**src/design/gdd_pkg.sv**
```systemverilog
// Shared types, constants and calendar tables for the Gregorian date pair core.
// No dependencies; compile first.
package gdd_pkg;

    localparam int unsigned DAY_W    = 5;
    localparam int unsigned MONTH_W  = 4;
    localparam int unsigned YEAR_W   = 14;
    localparam int unsigned DIFF_W   = 23;
    localparam int unsigned WDAY_W   = 3;
    localparam int unsigned DNUM_W   = 23;
    localparam int unsigned OFF_W    = 9;
    localparam int unsigned WSUM_W   = 6;
    localparam int unsigned STAGES   = 5;

    localparam int unsigned MAX_YEAR = 9999;

    // floor(v / 25) = (v * RECIP25) >> RECIP25_SHIFT for v below 43690
    localparam int unsigned RECIP25       = 5243;
    localparam int unsigned RECIP25_SHIFT = 17;

    localparam logic [MONTH_W-1:0] MONTH_JAN = 4'd1;
    localparam logic [MONTH_W-1:0] MONTH_FEB = 4'd2;
    localparam logic [MONTH_W-1:0] MONTH_DEC = 4'd12;

    typedef logic [DAY_W-1:0]   day_t;
    typedef logic [MONTH_W-1:0] month_t;
    typedef logic [YEAR_W-1:0]  year_t;
    typedef logic [DNUM_W-1:0]  dnum_t;
    typedef logic [DIFF_W-1:0]  diff_t;
    typedef logic [WDAY_W-1:0]  wday_t;
    typedef logic [OFF_W-1:0]   off_t;

    // Load enables for the three day-number stages
    typedef struct packed {
        logic s1;
        logic s2;
        logic s3;
    } dn_en_t;

    // Days in a month outside leap years; 0 for month codes that mean nothing
    function automatic day_t month_length(month_t m);
        day_t len;
        unique case (m)
            4'd1, 4'd3, 4'd5, 4'd7, 4'd8, 4'd10, 4'd12: len = 5'd31;
            4'd4, 4'd6, 4'd9, 4'd11:                    len = 5'd30;
            4'd2:                                       len = 5'd28;
            default:                                    len = 5'd0;
        endcase
        return len;
    endfunction

    // Days before the first of a month, leap day not included
    function automatic off_t days_before_month(month_t m);
        off_t n;
        unique case (m)
            4'd2:    n = 9'd31;
            4'd3:    n = 9'd59;
            4'd4:    n = 9'd90;
            4'd5:    n = 9'd120;
            4'd6:    n = 9'd151;
            4'd7:    n = 9'd181;
            4'd8:    n = 9'd212;
            4'd9:    n = 9'd243;
            4'd10:   n = 9'd273;
            4'd11:   n = 9'd304;
            4'd12:   n = 9'd334;
            default: n = 9'd0;
        endcase
        return n;
    endfunction

    // Residue mod 7 of a small value; 8 is 1 mod 7, so fold octal digits
    function automatic wday_t mod7_small(logic [WSUM_W-1:0] s);
        logic [3:0] t;
        logic [3:0] u;
        t = {1'b0, s[5:3]} + {1'b0, s[2:0]};
        u = {3'b000, t[3]} + {1'b0, t[2:0]};
        return (u >= 4'd7) ? WDAY_W'(u - 4'd7) : WDAY_W'(u);
    endfunction

endpackage

```
**src/design/gdd_req_if.sv**
```systemverilog
// Request channel of the date pair core: two dates per request.
// Depends on gdd_pkg.
interface gdd_req_if;
    logic              valid;
    logic              ready;
    gdd_pkg::day_t     first_day;
    gdd_pkg::month_t   first_month;
    gdd_pkg::year_t    first_year;
    gdd_pkg::day_t     second_day;
    gdd_pkg::month_t   second_month;
    gdd_pkg::year_t    second_year;

    modport source (
        output valid, first_day, first_month, first_year,
               second_day, second_month, second_year,
        input  ready
    );

    modport sink (
        input  valid, first_day, first_month, first_year,
               second_day, second_month, second_year,
        output ready
    );
endinterface

```
**src/design/gdd_rsp_if.sv**
```systemverilog
// Response channel of the date pair core: validity flags, difference, weekday.
// Depends on gdd_pkg.
interface gdd_rsp_if;
    logic             valid;
    logic             ready;
    logic             first_valid;
    logic             second_valid;
    gdd_pkg::diff_t   day_difference;
    gdd_pkg::wday_t   first_weekday;

    modport source (
        output valid, first_valid, second_valid, day_difference, first_weekday,
        input  ready
    );

    modport sink (
        input  valid, first_valid, second_valid, day_difference, first_weekday,
        output ready
    );
endinterface

```
**src/design/gregorian_date_difference_weekday_core.sv**
```systemverilog
// Top level of the Gregorian date pair core: validity, day difference, weekday.
// Depends on gdd_pkg, gdd_req_if, gdd_rsp_if and gdd_day_num.
//
//   channel  direction  handshake      payload
//   req      in         valid / ready  first_day/month/year, second_day/month/year
//   rsp      out        valid / ready  first_valid, second_valid, day_difference,
//                                      first_weekday
//
// Five register stages: three in each day-number unit, then the difference and
// weekday digit sum, then the output register. A request is taken every cycle
// unless a held response backs up. Each stage loads when it is empty or the
// stage after it moves, so bubbles collapse and a held response stalls only
// what is behind it. Reset clears the stage valid bits only; no clearing pass.
module gregorian_date_difference_weekday_core (
    input  logic  clk,
    input  logic  rst_n,
    gdd_req_if.sink   req,
    gdd_rsp_if.source rsp
);
    import gdd_pkg::*;

    // Stage valid bits and load enables
    logic [STAGES-1:0] v_reg;
    logic [STAGES-1:0] v_next;
    logic [STAGES-1:0] ld;

    always_comb
    begin
        ld[STAGES-1] = !v_reg[STAGES-1] || rsp.ready;
        for (int i = STAGES - 2; i >= 0; i--)
        begin
            ld[i] = !v_reg[i] || ld[i+1];
        end
        v_next = v_reg;
        if (ld[0])
        begin
            v_next[0] = req.valid;
        end
        for (int i = 1; i < STAGES; i++)
        begin
            if (ld[i])
            begin
                v_next[i] = v_reg[i-1];
            end
        end
    end

    always_ff @(posedge clk or negedge rst_n)
    begin
        if (!rst_n)
        begin
            v_reg <= '0;
        end
        else
        begin
            v_reg <= v_next;
        end
    end

    assign req.ready = ld[0];

    // Day numbers of both dates
    dn_en_t dn_en;
    dnum_t  n1;
    dnum_t  n2;
    logic   ok1;
    logic   ok2;

    assign dn_en = '{s1: ld[0], s2: ld[1], s3: ld[2]};

    gdd_day_num u_first (
        .clk     (clk),
        .en      (dn_en),
        .day     (req.first_day),
        .month   (req.first_month),
        .year    (req.first_year),
        .dnum    (n1),
        .date_ok (ok1)
    );

    gdd_day_num u_second (
        .clk     (clk),
        .en      (dn_en),
        .day     (req.second_day),
        .month   (req.second_month),
        .year    (req.second_year),
        .dnum    (n2),
        .date_ok (ok2)
    );

    // Stage 4: difference, and octal digit sum of day number + 1 for the weekday
    // (day 1 is a Monday, which is weekday 2)
    logic [DNUM_W:0]   n1p;
    logic [WSUM_W-1:0] wsum;
    diff_t             diff4_reg;
    logic [WSUM_W-1:0] wsum4_reg;
    logic              ok1_4_reg;
    logic              ok2_4_reg;

    always_comb
    begin
        n1p  = {1'b0, n1} + (DNUM_W+1)'(1);
        wsum = '0;
        for (int i = 0; i < (DNUM_W + 1) / 3; i++)
        begin
            wsum = wsum + WSUM_W'(n1p[3*i +: 3]);
        end
    end

    always_ff @(posedge clk)
    begin
        if (ld[3])
        begin
            diff4_reg <= DIFF_W'(n2 - n1);
            wsum4_reg <= wsum;
            ok1_4_reg <= ok1;
            ok2_4_reg <= ok2;
        end
    end

    // Stage 5: output register; drop difference and weekday unless both dates hold
    logic  both_ok;
    logic  fv5_reg;
    logic  sv5_reg;
    diff_t diff5_reg;
    wday_t wd5_reg;

    assign both_ok = ok1_4_reg && ok2_4_reg;

    always_ff @(posedge clk)
    begin
        if (ld[4])
        begin
            fv5_reg   <= ok1_4_reg;
            sv5_reg   <= ok2_4_reg;
            diff5_reg <= both_ok ? diff4_reg : '0;
            wd5_reg   <= both_ok ? mod7_small(wsum4_reg) : '0;
        end
    end

    assign rsp.valid          = v_reg[STAGES-1];
    assign rsp.first_valid    = fv5_reg;
    assign rsp.second_valid   = sv5_reg;
    assign rsp.day_difference = diff5_reg;
    assign rsp.first_weekday  = wd5_reg;

`ifndef SYNTHESIS
    // An empty output stage must let requests in
    a_ready_when_empty: assert property (@(posedge clk) disable iff (!rst_n)
        !v_reg[STAGES-1] |-> req.ready)
        else $error("request stalled with empty output stage");

    // An accepted request occupies the first stage next cycle
    a_accept_enters: assert property (@(posedge clk) disable iff (!rst_n)
        (req.valid && req.ready) |=> v_reg[0])
        else $error("accepted request not captured");

    // Invalid dates give zero difference and weekday
    a_invalid_zero: assert property (@(posedge clk) disable iff (!rst_n)
        (rsp.valid && !(rsp.first_valid && rsp.second_valid))
            |-> (rsp.day_difference == '0 && rsp.first_weekday == '0))
        else $error("nonzero result for invalid date");

    // Weekday stays within Saturday to Friday
    a_weekday_range: assert property (@(posedge clk) disable iff (!rst_n)
        rsp.valid |-> (rsp.first_weekday <= WDAY_W'(6)))
        else $error("weekday out of range");

    // A stalled third stage keeps its valid bit
    a_stall_holds: assert property (@(posedge clk) disable iff (!rst_n)
        (v_reg[2] && !ld[2]) |=> v_reg[2])
        else $error("stalled stage lost its request");
`endif

endmodule

```
**src/design/gdd_day_num.sv**
```systemverilog
// Three-stage day number unit: date check and days since 0001-01-01 (that day is 1).
// Depends on gdd_pkg; the stage enables come from the top-level pipeline control.
module gdd_day_num (
    input  logic             clk,
    input  gdd_pkg::dn_en_t  en,
    input  gdd_pkg::day_t    day,
    input  gdd_pkg::month_t  month,
    input  gdd_pkg::year_t   year,
    output gdd_pkg::dnum_t   dnum,
    output logic             date_ok
);
    import gdd_pkg::*;

    localparam int unsigned PY_W = YEAR_W + 13;       // year times reciprocal
    localparam int unsigned X_W  = YEAR_W - 2;        // (year-1)/4
    localparam int unsigned PX_W = X_W + 13;
    localparam int unsigned QY_W = PY_W - RECIP25_SHIFT;
    localparam int unsigned QX_W = PX_W - RECIP25_SHIFT;

    // Stage 1: year-1, quarter, and divisions by 25
    year_t             p;
    logic [X_W-1:0]    x;
    logic [PY_W-1:0]   prod_y;
    logic [PX_W-1:0]   prod_x;

    day_t              d1_reg;
    month_t            m1_reg;
    year_t             y1_reg;
    year_t             p1_reg;
    logic [X_W-1:0]    x1_reg;
    logic [QY_W-1:0]   qy1_reg;
    logic [QX_W-1:0]   qx1_reg;

    assign p      = year - YEAR_W'(1);
    assign x      = p[YEAR_W-1:2];
    assign prod_y = PY_W'(year) * PY_W'(RECIP25);
    assign prod_x = PX_W'(x) * PX_W'(RECIP25);

    always_ff @(posedge clk)
    begin
        if (en.s1)
        begin
            d1_reg  <= day;
            m1_reg  <= month;
            y1_reg  <= year;
            p1_reg  <= p;
            x1_reg  <= x;
            qy1_reg <= prod_y[PY_W-1:RECIP25_SHIFT];
            qx1_reg <= prod_x[PX_W-1:RECIP25_SHIFT];
        end
    end

    // Stage 2: leap rule, date check, day-of-year offset, 365 * (year-1)
    logic              div4;
    logic              div25;
    logic              div100;
    logic              div400;
    logic              leap;
    day_t              len;
    logic              ok;
    off_t              off;
    dnum_t             a;

    dnum_t             a2_reg;
    logic [X_W-1:0]    x2_reg;
    logic [QX_W-1:0]   qx2_reg;
    off_t              off2_reg;
    logic              ok2_reg;

    always_comb
    begin
        div4   = (y1_reg[1:0] == 2'b00);
        div25  = (YEAR_W'(qy1_reg) * YEAR_W'(25) == y1_reg);
        div100 = div4 && div25;
        div400 = div25 && (y1_reg[3:0] == 4'b0000);
        leap   = div400 || (div4 && !div100);
        len    = month_length(m1_reg) + DAY_W'((m1_reg == MONTH_FEB) && leap);
        ok     = (y1_reg >= YEAR_W'(1)) && (y1_reg <= YEAR_W'(MAX_YEAR))
              && (m1_reg >= MONTH_JAN) && (m1_reg <= MONTH_DEC)
              && (d1_reg >= DAY_W'(1)) && (d1_reg <= len);
        off    = days_before_month(m1_reg) + OFF_W'((m1_reg > MONTH_FEB) && leap)
              + OFF_W'(d1_reg);
        a      = DNUM_W'(p1_reg) * DNUM_W'(365);
    end

    always_ff @(posedge clk)
    begin
        if (en.s2)
        begin
            a2_reg   <= a;
            x2_reg   <= x1_reg;
            qx2_reg  <= qx1_reg;
            off2_reg <= off;
            ok2_reg  <= ok;
        end
    end

    // Stage 3: sum up the day number
    dnum_t             n_next;
    dnum_t             dnum_reg;
    logic              ok3_reg;

    assign n_next = a2_reg + DNUM_W'(x2_reg) - DNUM_W'(qx2_reg)
                  + DNUM_W'(qx2_reg[QX_W-1:2]) + DNUM_W'(off2_reg);

    always_ff @(posedge clk)
    begin
        if (en.s3)
        begin
            dnum_reg <= n_next;
            ok3_reg  <= ok2_reg;
        end
    end

    assign dnum    = dnum_reg;
    assign date_ok = ok3_reg;

endmodule
```
**src/flat_wrapper.sv**
```systemverilog
// flat-port wrapper written by rule: the top's interface ports become plain ports
module gregorian_date_difference_weekday_core_flat import gdd_pkg::*;
  (clk, rst_n, req_valid, req_first_day, req_first_month, req_first_year, req_second_day, req_second_month, req_second_year, req_ready, rsp_valid, rsp_first_valid, rsp_second_valid, rsp_day_difference, rsp_first_weekday, rsp_ready);
  gdd_req_if req_i ();
  gdd_rsp_if rsp_i ();
  input  logic clk;
  input  logic rst_n;
  input wire logic [$bits(req_i.valid)-1:0] req_valid;
  input wire logic [$bits(req_i.first_day)-1:0] req_first_day;
  input wire logic [$bits(req_i.first_month)-1:0] req_first_month;
  input wire logic [$bits(req_i.first_year)-1:0] req_first_year;
  input wire logic [$bits(req_i.second_day)-1:0] req_second_day;
  input wire logic [$bits(req_i.second_month)-1:0] req_second_month;
  input wire logic [$bits(req_i.second_year)-1:0] req_second_year;
  output wire logic [$bits(req_i.ready)-1:0] req_ready;
  output wire logic [$bits(rsp_i.valid)-1:0] rsp_valid;
  output wire logic [$bits(rsp_i.first_valid)-1:0] rsp_first_valid;
  output wire logic [$bits(rsp_i.second_valid)-1:0] rsp_second_valid;
  output wire logic [$bits(rsp_i.day_difference)-1:0] rsp_day_difference;
  output wire logic [$bits(rsp_i.first_weekday)-1:0] rsp_first_weekday;
  input wire logic [$bits(rsp_i.ready)-1:0] rsp_ready;
  assign req_i.valid = req_valid;
  assign req_i.first_day = req_first_day;
  assign req_i.first_month = req_first_month;
  assign req_i.first_year = req_first_year;
  assign req_i.second_day = req_second_day;
  assign req_i.second_month = req_second_month;
  assign req_i.second_year = req_second_year;
  assign req_ready = req_i.ready;
  assign rsp_valid = rsp_i.valid;
  assign rsp_first_valid = rsp_i.first_valid;
  assign rsp_second_valid = rsp_i.second_valid;
  assign rsp_day_difference = rsp_i.day_difference;
  assign rsp_first_weekday = rsp_i.first_weekday;
  assign rsp_i.ready = rsp_ready;
  gregorian_date_difference_weekday_core u_core (.clk(clk), .rst_n(rst_n), .req(req_i), .rsp(rsp_i));
endmodule
```
**config.mk**
```make
export PLATFORM = sky130hd
export DESIGN_NAME = gregorian_date_difference_weekday_core_flat
export DESIGN_NICKNAME = d
export VERILOG_FILES = /design/src/design/gdd_pkg.sv /design/src/design/gdd_req_if.sv /design/src/design/gdd_rsp_if.sv /design/src/design/gregorian_date_difference_weekday_core.sv /design/src/design/gdd_day_num.sv /design/src/flat_wrapper.sv
export SDC_FILE = /design/constraint.sdc
export NUM_CORES = 2
export LEC_CHECK = 0
export BUFFER_PORTS_ARGS = -buffer_cell sky130_fd_sc_hd__buf_2
export CELL_PAD_IN_SITES_DETAIL_PLACEMENT = 1
export CELL_PAD_IN_SITES_GLOBAL_PLACEMENT = 1
export CORE_ASPECT_RATIO = 0.6
export CORE_UTILIZATION = 26
export DETAILED_ROUTE_END_ITERATION = 10
export HOLD_SLACK_MARGIN = 0.06
export PLACE_DENSITY = 0.5
export SKIP_LAST_GASP = 1
export SLEW_MARGIN = 40
export SYNTH_ARGS = -nofsm -noshare
export SYNTH_HDL_FRONTEND = slang
export SYNTH_SLANG_ARGS = --single-unit
```
**constraint.sdc**
```tcl
create_clock -name clk -period 9 [get_ports clk]
set_input_delay 0.45 -clock clk [delete_from_list [all_inputs] [get_ports clk]]
set_output_delay 0.45 -clock clk [all_outputs]
set_load 0.1 [all_outputs]
```
# After elaboration in Yosys (flattened, before gate mapping)
# Memory sizes are Yosys's and may differ from the RTL's. A register that Yosys moved wholly into a read port is not among the register bits.
# Cells that the tools add are included.
op_classes:
  n_addsub: 28
  n_mul: 8
  order_cmp: 15
  n_eq_ne: 4
  muxes: 5
  reduce_logical: 39
ops:
  columns: ["cell", "count"]
  rows:
  - ["14-bit by 13-bit multiplier with 27-bit output, second input constant", 2]
  - ["12-bit by 13-bit multiplier with 25-bit output, second input constant", 2]
  - ["23-bit by 12-bit adder with 23-bit output", 2]
  - ["23-bit by 6-bit adder with 23-bit output", 2]
  - ["23-bit by 9-bit adder with 23-bit output", 2]
  - ["14-bit by 9-bit multiplier with 23-bit output, second input constant", 2]
  - ["23-bit by 8-bit subtractor with 23-bit output", 2]
  - ["6-bit by 3-bit adder with 6-bit output", 6]
  - ["14-bit == test", 2]
  - ["14-bit by 1-bit greater-or-equal comparator with 1-bit output, second input constant", 2]
  - ["14-bit <= comparator, second input constant", 2]
  - ["10-bit by 5-bit multiplier with 14-bit output, second input constant", 2]
  - ["14-bit by 1-bit subtractor with 14-bit output, second input constant", 2]
  - ["23-bit by 1-bit adder with 24-bit output, second input constant", 1]
  - ["23-bit subtractor", 1]
  - ["1-bit logical AND", 21]
  - ["9-bit by 1-bit adder with 9-bit output", 2]
  - ["9-bit by 5-bit adder with 9-bit output", 2]
  - ["4-bit two-way mux", 4]
  - ["5-bit by 1-bit adder with 5-bit output", 2]
  - ["5-bit by 1-bit greater-or-equal comparator with 1-bit output, second input constant", 2]
  - ["5-bit <= comparator", 2]
  - ["3-bit by 3-bit adder with 4-bit output", 2]
  - ["4-bit by 2-bit == test with 1-bit output, second input constant", 2]
  - ["other kinds (11)", 28]
word_totals:
  ff_bits: 352
  mem_bits_ro: 448
  out_inout_bits: 30
  word_cells: 144
  mem_count: 4
memory_table:
  columns: ["name", "depth", "word_bits", "rd", "rd_ports_with_merged_regs", "write_ports", "line", "source"]
  rows:
  - ["(no name shown)", 16, 9, 1, 1, 0, "gdd_pkg.sv:55", "unique case (m)"]
  - ["(no name shown)", 16, 9, 1, 1, 0, "gdd_pkg.sv:55", null]
  - ["(no name shown)", 16, 5, 1, 1, 0, "gdd_pkg.sv:43", "unique case (m)"]
  - ["(no name shown)", 16, 5, 1, 1, 0, "gdd_pkg.sv:43", null]

# Depth between registers and ports, before layout
depth:
  word_depth: 10
  ltp_mapped: 29

# Cells and area by module
# From an unflattened synthesis, not the netlist that was laid out.
hier_totals:
  hier_cells: 3500
  hier_area_um2: 37938.9
by_module_without_submodules:
  columns: ["mod", "instances", "cells_each", "area_each_um2", "seq_area_each_um2"]
  rows:
  - ["gdd_day_num (u_core.u_second)", 1, 1560, 16811.1, 4204.0]
  - ["gdd_day_num (u_core.u_first)", 1, 1550, 16784.8, 4204.0]
  - ["gregorian_date_difference_weekday_core", 1, 390, 4342.9, 1896.8]

# Worst setup path before layout
# No wires, ideal clock.
synth_path:
  kind: "register to register"
  start: "reg u_core.v_reg[4]"
  end: "reg with a tool-made name"
  setup_time_ps: 121
  arrival_time_ps: 7357
  t_required_ps: 8879
  setup_slack_ps: 1522
  stages_incl_launch_ff: 12
  cell_sequence: "dfrtp_1 > nor2b_1 > nand4_1 > inv_2 > nand2_1 > buf_2 > mux2i_1 > inv_1 > ha_1 > nand2_1 > o21ai_0 > mux2_2"
synth_rtl:
  columns: ["element", "line", "source"]
  rows:
  - ["from (decl)", "gregorian_date_difference_weekday_core.sv:23", "logic [STAGES-1:0] v_reg;"]
  - ["from (signal assigned)", "gregorian_date_difference_weekday_core.sv:56", "v_reg <= v_next;"]

# Final worst setup path
layout_path:
  start: "in req_first_year[4]"
  end: "reg u_core.u_first.qx1_reg[7] (data pin)"
layout_between:
  elab_chain_cells: 2
layout_rtl:
  columns: ["element", "line", "source"]
  rows:
  - ["from (decl)", "flat_wrapper.sv:11", "input wire logic [$bits(req_i.first_year)-1:0] req_first_year;"]
  - ["14-bit by 1-bit subtractor with 14-bit output", "gdd_day_num.sv:34", "assign p = year - YEAR_W'(1);"]
  - ["net u_core.u_first.p[12]", "gdd_day_num.sv:21", "year_t p;"]
  - ["12-bit by 13-bit multiplier with 25-bit output", "gdd_day_num.sv:37", "assign prod_x = PX_W'(x) * PX_W'(RECIP25);"]
  - ["net u_core.u_first.prod_x[24]", "gdd_day_num.sv:24", "logic [PX_W-1:0] prod_x;"]
  - ["to (signal assigned)", "gdd_day_num.sv:49", "qx1_reg <= prod_x[PX_W-1:RECIP25_SHIFT];"]
  - ["to (decl)", "gdd_day_num.sv:32", "logic [QX_W-1:0] qx1_reg;"]
# The timed path passes the listed nets, and every way through them passes these cells.
# A chain may end at the register's enable or synchronous reset.

==> run_results.csv <==
group,metric,value,unit
worst_setup_path,cp_slowest_stage_delay,550,ps
routing,ant_nets,0,
clocking,cts_sinks,352,
cells_and_area,multiInputGateArea,0.02469,mm2
routing,wl_per_cell,17.47,um
cells_and_area,fill_cells,16210,
placement,numPortBuffers,79,
min_path,min_from,"req_first_year[1]",
worst_setup_path,cp.buffers_inverters,6,
floorplanning,coreArea,0.1447,mm2
clocking,clk_path_buf_depth,3,
global_routing,grt_pass1_vias,25400,
worst_setup_path,arrival,7240,ps
synthesis,yosys_warnings,0,
clocking,postCtsSetupRepairBufs,0,
worst_setup_path,cp_max_fo,8,
clocking,clock_latency,600,ps
clocking,cts_root_buffer,"clkbuf_16",
worst_setup_path,cp_slowest_cell,"fa_1",
cells_and_area,syn2layout_area_growth,12.33,%
clocking,cts_tree,"built",
clocking,cts_max_level,2,
routing,via_count,24000,
synthesis,syn_nets,4652,
floorplanning,die-area,0.1476,mm2
routing,totalWireLength,97590,um
synthesis,syn_area,0.03797,mm2
worst_setup_path,critical_path_required,9330,ps
cells_and_area,regArea,0.01030,mm2
sta,maxSlewHeadroom,45.61,%
clocking,cts_hold_buffers,19,
global_routing,antenna_found_initial,10,
min_path,hold_end,"u_core.u_first.y1_reg[1]",
min_path,min_path_type,"input port to flip-flop",
outcome,status,"finished, final reports clean",
sta,setup_viol,0,
global_routing,grt_max_degree,66,
floorplanning,rows,108,
clocking,cts_resized,0,
floorplanning,die_width,495.4,um
synthesis,netlist_instances,3479,
global_routing,grt_pass1_wl,154400,um
routing,drtIter0Drc,1096,
floorplanning,pin_count,80,
sta,rsz0062_at_grt,"no",
worst_setup_path,r2r_slack,2640,ps
sta,final-hold-violation-count,0,
floorplanning,start_util,26.24,%
sta,period_minus_slack,6906,ps
min_path,hold_depth,1,
synthesis,synth_top_flop_cell,"edfxtp_1",
synthesis,syn_area_per_cell,10.92,um2
cells_and_area,diodes,0,
routing,vias_per_cell,4.298,
global_routing,met3_usage,2.490,%
placement,hpwl,83970,um
run,max_cap_violations,0,
worst_setup_path,r2r-start,"u_core.u_second.qy1_reg[2]",
sta,min_period_over_period,76.74,%
cells_and_area,mostFrequentLayoutCells,"inv_1, ha_1, fa_1, edfxtp_1, xnor2_1",
placement,gp_congestion,0.8323,
routing,first_pass_iters,5,
clocking,cts.reportedPaths.clkPinSlew,60,ps
synthesis,synthArstFlopShare,1.420,%
worst_setup_path,path_class,"input port to flip-flop",
floorplanning,fp.dieH,298.0,um
synthesis,synth_edf_count,323,
sta,max_freq,0.1448,GHz
routing,drc,0,
synthesis,synth_cell_type_count,87,
sta,slew_violations,0,
cells_and_area,drive_gt1_share,5.929,%
sta,tns,0,ps
cells_and_area,layout.nets,4799,
global_routing,grt_busiest_layer,"met1",
global_routing,use_met2,16.01,%
worst_setup_path,rr_worst_depth,22,
clocking,cts_buffers,45,
global_routing,gr-usage-met1,23.85,%
sta,tightest_slew,810.0,ps
sta,fin_skew,22.23,ps
worst_setup_path,crit_path_end_kind,"flip-flop",
synthesis,yosysSeqAreaShare,27.14,%
worst_setup_path,r2r-end,"u_core.u_second.ok2_reg",
worst_setup_path,startpoint_type,"input port",
global_routing,track_usage,13.50,%
global_routing,grt_overflow,0,
synthesis,synth-seq-cells,352,
worst_setup_path,cp_top_family,"adder cells",
cells_and_area,final_common_cell,"inv_1",
cells by family after synthesis:
family                   Yosys count  synth area share (%)
multiplexers                      18                0.5074
adder cells (fa/ha/maj)         1123                 44.40
AND/OR/NAND/NOR                  532                 7.097
buffers and inverters            801                 7.941
AO/OA/AOI/OAI                    423                 7.618
XOR/XNOR                         230                 5.305
flip-flops                       352                 27.14
per-stage QoR:
stage	worst slack (ps)	hold slack [ps]	instances	utilization [%]	area [um2]
3_5_place_dp	1428	301.1	5485	28.25	40880
3_3_place_gp	1615	297.5	5485	28.24	40870
4_1_cts	2081	81.29	5585	29.46	42640
2_1_floorplan	1522	154.4	3479	-	37970
5_1_grt	1677	110.0	5585	29.47	42660
6_report	2094	145.5	5585	29.47	42660
synthesized netlist by cell type, drive strengths merged (4+ instances only):
cell	n	area (um2)
o21ai	91	463.0
mux2i	14	147.7
nor2b	32	200.2
nand2b	33	206.5
and2	9	56.30
o41ai	5	73.82
dfrtp	5	125.1
xor2	51	446.7
a211o	4	35.03
nand2	110	412.9
inv	783	2939
mux2	4	45.04
ha	749	9371
nor3b	5	37.54
fa	374	7487
o311ai	6	52.55
clkbuf	12	45.04
nand3	50	250.2
o211ai	16	120.1
edfxtp	323	9699
nand4	20	125.1
xnor2	179	1568
or4	6	45.04
and3	40	250.2
nor2	112	420.4
a21boi	11	82.57
buf	6	31.28
o31a	4	35.03
a2111oi	8	88.84
nor4	18	112.6
o31ai	6	63.81
a221oi	5	50.04
or3	15	93.84
nor3	57	285.3
a211oi	17	137.6
or2	9	56.31
a41o	4	40.04
o21a	19	142.6
o41a	4	45.04
dfxtp	24	480.5
a31oi	21	131.4
a21oi	109	553.0
a21o	54	405.4
a311oi	6	58.80
o21bai	9	67.56
layout make-up:
cell class	count	area share (%)
Clock buffer	58	2.948
Clock inverter	23	0.7274
Inverter	783	6.890
Multi-Input combinational cell	2326	57.89
Sequential cell	352	24.16
Tap cell	1925	5.646
Timing Repair Buffer	118	1.742
worst reg2reg max path: stages, from the launching register on:
cell,delay [ps]
edfxtp_1,490
ha_1,350
ha_1,310
fa_1,470
ha_1,350
a21o_1,210
a21o_1,240
a2111oi_4,430
o21ai_1,120
nor3b_1,160
o41ai_2,580
nor4_1,150
ha_1,240
ha_1,270
inv_1,50
ha_1,290
nor2b_1,140
o21a_1,160
o21ai_0,140
nand2b_1,70
a21oi_1,170
a31oi_1,60
a2111oi_1,620
worst max-delay path by stage:
stage / from / to / slack (ps) / cells after the start
6_report: req_first_year[4] / u_core.u_first.qx1_reg[7] / 2090 / 29
5_1_grt: req_first_year[5] / u_core.u_first.qx1_reg[7] / 1680 / 29
4_1_cts: req_first_year[4] / u_core.u_first.qx1_reg[7] / 2080 / 29
3_5_place_dp: req_first_year[4] / u_core.u_first.qx1_reg[7] / 1430 / 29
3_3_place_gp: req_first_year[4] / u_core.u_first.qx1_reg[7] / 1620 / 29
2_1_floorplan: u_core.v_reg[4] / flip-flop / 1520 / 11
per-layer routing:
metal  up-vias  share of wire [%]
li1      11960                  -
met2       322                 33
met1     11650                 61
met3        68                4.9
met4         2                1.0
met5         -              0.013
Power is not shown: default switching activity piles up to over one toggle a cycle in this logic, so the estimate is an artifact.
